## src/hw/rtl/gctm_pkg.sv

```systemverilog
// Shared types and constants for the greedy cluster track matcher.
`default_nettype none
package gctm_pkg;
    localparam int COORD_W  = 20;
    localparam int POS_W    = 3 * COORD_W;
    localparam int MAG_W    = 20;
    localparam int DIST_W   = 42;
    localparam int THRESH_W = 44;
    localparam int TRACK_W  = 32;
    localparam int CIDX_W   = 5;
    localparam logic [THRESH_W-1:0] THRESH_RESET = 44'd25000000;

    typedef struct packed {
        logic signed [COORD_W-1:0] z;
        logic signed [COORD_W-1:0] y;
        logic signed [COORD_W-1:0] x;
    } pos_t;

    typedef enum logic [1:0] {
        AXIS_X,
        AXIS_Y,
        AXIS_Z
    } axis_t;

    typedef struct packed {
        logic  clear;
        logic  diff;
        logic  mac;
        axis_t axis;
    } dist_ctrl_t;
endpackage
`default_nettype wire

```

## src/hw/rtl/gctm_dist_unit.sv

```systemverilog
// Shared squared-distance unit: one axis difference and one multiply-accumulate a step.
`default_nettype none
module gctm_dist_unit (
    input  wire logic                         clk,
    input  wire gctm_pkg::dist_ctrl_t         ctrl,
    input  wire gctm_pkg::pos_t               cur_pos,
    input  wire gctm_pkg::pos_t               prev_pos,
    output logic [gctm_pkg::DIST_W-1:0]       dist_sum
);
    logic signed [gctm_pkg::COORD_W-1:0] a;
    logic signed [gctm_pkg::COORD_W-1:0] b;
    logic signed [gctm_pkg::COORD_W:0]   d;
    logic [gctm_pkg::COORD_W:0]          d_abs;
    logic [gctm_pkg::MAG_W-1:0]          mag_reg;
    logic [gctm_pkg::MAG_W-1:0]          mag_next;
    logic [2*gctm_pkg::MAG_W-1:0]        sq;
    logic [gctm_pkg::DIST_W-1:0]         acc_reg;

    always_comb
    begin
        case (ctrl.axis)
            gctm_pkg::AXIS_X:
            begin
                a = cur_pos.x;
                b = prev_pos.x;
            end
            gctm_pkg::AXIS_Y:
            begin
                a = cur_pos.y;
                b = prev_pos.y;
            end
            gctm_pkg::AXIS_Z:
            begin
                a = cur_pos.z;
                b = prev_pos.z;
            end
            default:
            begin
                a = cur_pos.x;
                b = prev_pos.x;
            end
        endcase
        d        = {a[gctm_pkg::COORD_W-1], a} - {b[gctm_pkg::COORD_W-1], b};
        d_abs    = d[gctm_pkg::COORD_W] ? (~d + 1'b1) : d;
        mag_next = d_abs[gctm_pkg::MAG_W-1:0];
        sq       = mag_reg * mag_reg;
    end

    always_ff @(posedge clk)
    begin
        if (ctrl.diff)
        begin
            mag_reg <= mag_next;
        end
        if (ctrl.clear)
        begin
            acc_reg <= '0;
        end
        else if (ctrl.mac)
        begin
            acc_reg <= acc_reg + gctm_pkg::DIST_W'(sq);
        end
    end

    assign dist_sum = acc_reg;
endmodule
`default_nettype wire
```

## config.mk

```make
export PLATFORM = sky130hd
export DESIGN_NAME = gctm_dist_unit
export DESIGN_NICKNAME = d
export VERILOG_FILES = /design/src/hw/rtl/gctm_pkg.sv /design/src/hw/rtl/gctm_dist_unit.sv
export SDC_FILE = /design/constraint.sdc
export NUM_CORES = 1
export LEC_CHECK = 0
export BUFFER_PORTS_ARGS = -buffer_cell sky130_fd_sc_hd__buf_2
export CAP_MARGIN = 20
export CORE_MARGIN = 2
export CORE_UTILIZATION = 55
export CTS_CLUSTER_DIAMETER = 50
export DETAILED_ROUTE_END_ITERATION = 8
export PLACE_DENSITY = 0.83
export SYNTH_ARGS = -nofsm -noshare
export SYNTH_HDL_FRONTEND = slang
export SYNTH_SLANG_ARGS = --single-unit
export TNS_END_PERCENT = 30
```

## constraint.sdc

```tcl
create_clock -name clk -period 8.35 [get_ports clk]
set_input_delay 0.835 -clock clk [delete_from_list [all_inputs] [get_ports clk]]
set_output_delay 0.835 -clock clk [all_outputs]
set_load 0.05 [all_outputs]
```

== After elaboration in Yosys (flattened, before gate mapping) ==
Cells that the tools add are included.

* Flip-flop bits (word level): 62
* Bits of input ports: 126

* $add $sub $neg: 3
* Multipliers: 1
* Eq/ne operators: 2
* Muxes and demuxes: 3
* Bitwise gates (word level): 1

{| class="wikitable"
|+ Operator list
! cell !! number
|-
| one-hot mux 20 bit (2 select lines) || 2
|-
| adder 42 x 40 -> 42 bit || 1
|-
| multiplier 20 x 20 -> 40 bit || 1
|-
| subtractor 20 x 20 -> 21 bit || 1
|-
| adder 20 x 1 -> 20 bit, second input constant || 1
|-
| two-way mux 20 bit || 1
|-
| NOT 20 bit || 1
|-
| == test 2 x 1 -> 1 bit, second input constant || 1
|-
| == test 2 bit, second input constant || 1
|}

== Depth between registers and ports, before layout ==
* Depth after elaboration: 6
* Gate-level depth with buffers: 27

== Least setup slack after synthesis ==
No wires, ideal clock.

* Path type: register to register
* Start point: reg mag_reg[7] (netlist name)
* End point: reg acc_reg, in the netlist dist_sum[41]
* Arrival: 6.987 ns
* Path slack: 1.242 ns
* Stages on the path, launching flop included: 24
* Clock period less this slack: 7.108 ns
* Cell sequence: edfxtp_1 clkbuf_1 clkbuf_1 nand2_1 fa_1 fa_1 fa_1 fa_1 inv_1 fa_1 fa_1 inv_1 fa_1 inv_1 ha_1 clkbuf_1 a21oi_1 nand3_1 a211o_1 a31oi_1 o21ai_0 or4b_2 o2111ai_1 mux2_2

* Longest elaborated chain between the ends: 2

{| class="wikitable"
|+ Ends and longest elaborated chain
! item !! line !! RTL
|-
| start, declared || gctm_dist_unit.sv:14 || <nowiki>logic [gctm_pkg::MAG_W-1:0] mag_reg;</nowiki>
|-
| start signal, assigned || gctm_dist_unit.sv:53 || <nowiki>mag_reg <= mag_next;</nowiki>
|-
| multiplier 20 x 20 -> 40 bit || gctm_dist_unit.sv:46 || <nowiki>sq = mag_reg * mag_reg;</nowiki>
|-
| adder 42 x 40 -> 42 bit || gctm_dist_unit.sv:61 || <nowiki>acc_reg <= acc_reg + gctm_pkg::DIST_W'(sq);</nowiki>
|-
| end signal, assigned || gctm_dist_unit.sv:61 ||
|-
| end, declared || gctm_dist_unit.sv:17 || <nowiki>logic [gctm_pkg::DIST_W-1:0] acc_reg;</nowiki>
|}

No other way between the ends.
A chain may end at the register's enable or synchronous reset.

== Worst setup path in the final report ==
* Start point: reg mag_reg[6] (netlist name)
* End point: reg acc_reg, in the netlist dist_sum[41]

The elaborated chain is that of the path after synthesis.

==> flow_summary.yaml <==
route:
  drc: 0
  num_vias: 13756
  drt_iter0_drc: 889
  drt_first_pass_iters: 5
  avgViaCountPerCell: 5.659
  wirelength_mm: 44.07
  ant_nets: 0
  wl_per_cell_um: 18.13
die:
  core-area_um2: 30510
  die_x_um: 179.6
  design.die.area_um2: 32270
  initial_core_util_pct: 55.61
  fp.dieH_um: 179.6
  io_pins: 168
  rows: 64
critical_path:
  crit_fanout: 18
  reg2reg_from: "mag_reg[6]"
  reg2reg_to: "dist_sum[41]"
  cpPeakStageDelay_ps: 880
  crit_top_cell: "inv_1"
  worst-r2r-cell-count: 25
  path_delay_family: "adder cells"
  cp_slowest_cell: "edfxtp_1"
  cp_data_arrival_time_ps: 8320
  cp_num_buf_inv: 7
  rrSetupSlack_ps: 270
  start_kind: "flop"
  crit_required_ps: 8590
  cp-end-kind: "flop"
  critPathKind: "flop to flop"
clocking:
  cts_max_path_buffers: 2
  clock-sinks: 62
  cts_setup_buffers: 0
  clk-insertion-delay-late_ps: 360
  cts_root_buf: "clkbuf_16"
  numCtsBuffers: 9
  clkTransAtPathRegs_ps: 70
  cts_hold_buffers: 0
  cts_tree: "built"
  cts.repair.resized: 0
  cts_max_level: 3
logic_synthesis:
  synth_edf_count: 20
  syn_nets: 2532
  yosysWarnings: 0
  synth-seq-cells: 62
  async_flop_share_pct: 0
  synthCells: 1917
  syn-cell-area_um2: 16970
  yosysSeqAreaShare_pct: 8.495
  synth_area_per_cell_um2: 8.851
  synth_cell_types: 71
  synth-main-ff-cell: "dfxtp_1"
timing:
  period_minus_slack_ps: 8083
  final-hold-violation-count: 0
  setup_violations: 0
  fin_crit_sh_pct: 96.80
  fmax_mhz: 123.7
  drv_slew: 0
  worst_pin_slew_ps: 900.1
  skew_ps: 13.56
  rsz0062_at_grt: "false"
  fin_setup_tns_ps: 0
  max-slew-margin-rel_pct: 38.44
finish:
  largest_reg_flops: 42
  mostFrequentLayoutCells: "inv_1 (449), fa_1 (319), ha_1 (169)"
  layout.nets: 2645
  drive_gt1_share_pct: 10.61
  final_common_cell: "inv_1"
  nFillCells: 2493
  multi_input_area_um2: 13530
  area_growth_pct: 8.333
  register_area_um2: 1441
  num_antenna_cells: 0
placed_design:
  io_buffers: 167
  dpl.hpwl_mm: 36.65
  gp_congestion: 0.9886
global_route:
  grt_pass1_wl_mm: 72.85
  grt_use_total_pct: 28.11
  antenna_found_initial: 0
  grt_start_max_net_pins: 77
  grt_pass1_vias: 14939
  gr-total-overflow: 0
worst_hold_path:
  holdPathStages: 2
  whs_endpoint: "dist_sum[36]"
  hp-class: "flop to flop"
  worstHoldStart: "dist_sum[36]"
flow_run:
  maxCapViolations: 0
status:
  status: "complete, no violations"
## worst reg2reg max path, stage by stage (launching register included)
cell and delay [ps]:
edfxtp_1 880, inv_1 310, nor2_1 270, inv_1 90
fa_1 400, inv_1 90, fa_1 410, inv_1 80
fa_1 440, fa_1 540, inv_1 50, ha_1 280
fa_1 480, inv_1 50, fa_1 470, inv_1 40
ha_1 340, and2_1 240, nand2_1 100, a211oi_1 450
a211o_1 220, a31oi_1 160, o21ai_0 600, or3b_2 500
o2111ai_1 130, mux2_2 350
## metrics by stage
stage,cell area [µm²],setup slack [ps],cells,hold WS (ps),utilization (%)
finish,18380,267.4,2431,514.5,60.25
global route,18380,70.35,2431,544.1,60.25
CTS,18380,450.3,2431,519.7,60.25
detailed placement,18100,490.6,2415,507.5,59.32
global placement,18100,691.3,2415,495.5,59.32
floorplan,16970,1242,1917,612.0,-
## per-layer routing
| layer | GRT usage, % | wire length (µm) | vias to the layer above |
|---|---|---|---|
| li1 | - | - | 6279 |
| met1 | 33.44 | 16570 | 6612 |
| met2 | 49.69 | 21730 | 722 |
| met3 | 4.639 | 3808 | 143 |
| met4 | 13.17 | 1960 | 0 |
| met5 | 0 | 0 | - |
## cells in the mapped netlist (all sizes together) (4+ instances only)
cell type	number	area [µm²]
o21a	6	45.04
a22oi	40	300.3
o22ai	10	62.56
nor2b	12	75.07
a311oi	5	43.79
o21bai	7	52.55
and2	83	521.8
or4	4	33.78
inv	449	1685
a221oi	4	35.03
nand4	7	43.79
nand3	21	105.1
a31oi	13	81.33
fa	319	6386
nand2	160	600.6
a21o	37	277.8
a211o	5	43.79
o211ai	6	45.04
o31ai	5	37.54
nor2	82	315.3
buf	10	52.55
xnor2	53	464.2
or3	13	82.58
and3	8	50.05
and4	7	63.81
o21ai	56	280.3
ha	170	2127
edfxtp	20	600.6
nand2b	8	50.05
mux2i	21	210.2
nor3	12	60.06
mux2	4	45.04
a211oi	5	37.54
nor4	4	25.02
dfxtp	42	840.8
xor2	20	175.2
a21oi	82	414.2
clkbuf	70	262.8
## worst max-delay path by stage
| stage | from | end | slack (ps) | cells after the start |
|---|---|---|---|---|
| CTS | mag_reg[6] | dist_sum[41] | 450 | 25 |
| floorplan | mag_reg[7] | dist_sum[41] | 1240 | 23 |
| finish | mag_reg[6] | dist_sum[41] | 270 | 25 |
| detailed placement | mag_reg[6] | dist_sum[41] | 490 | 25 |
| global placement | mag_reg[6] | dist_sum[41] | 690 | 25 |
| global route | mag_reg[6] | dist_sum[41] | 70 | 25 |
## final cells by class
cell class	instances	area share [%]
multi-input cells	1326	73.60
inverters	449	9.169
clock inverters	7	0.3131
flip-flops and latches	62	7.842
well taps	396	2.696
repair buffers	182	5.160
clock buffers	9	1.225
## kinds of logic (layout without fill, tap and decap cells)
family	count (synthesis)	in the layout	synth area share (%)
muxes	25	25	1.504
adders and majority gates	489	489	50.17
AOI/OAI and AO/OA	309	309	11.89
buffers and inverters	529	647	11.79
DFF	62	62	8.495
and+or+nand+nor	430	430	12.37
xor gates and xnor gates	73	73	3.768
Power is not shown: default switching activity piles up to over one toggle a cycle in this logic, so the estimate is an artifact.
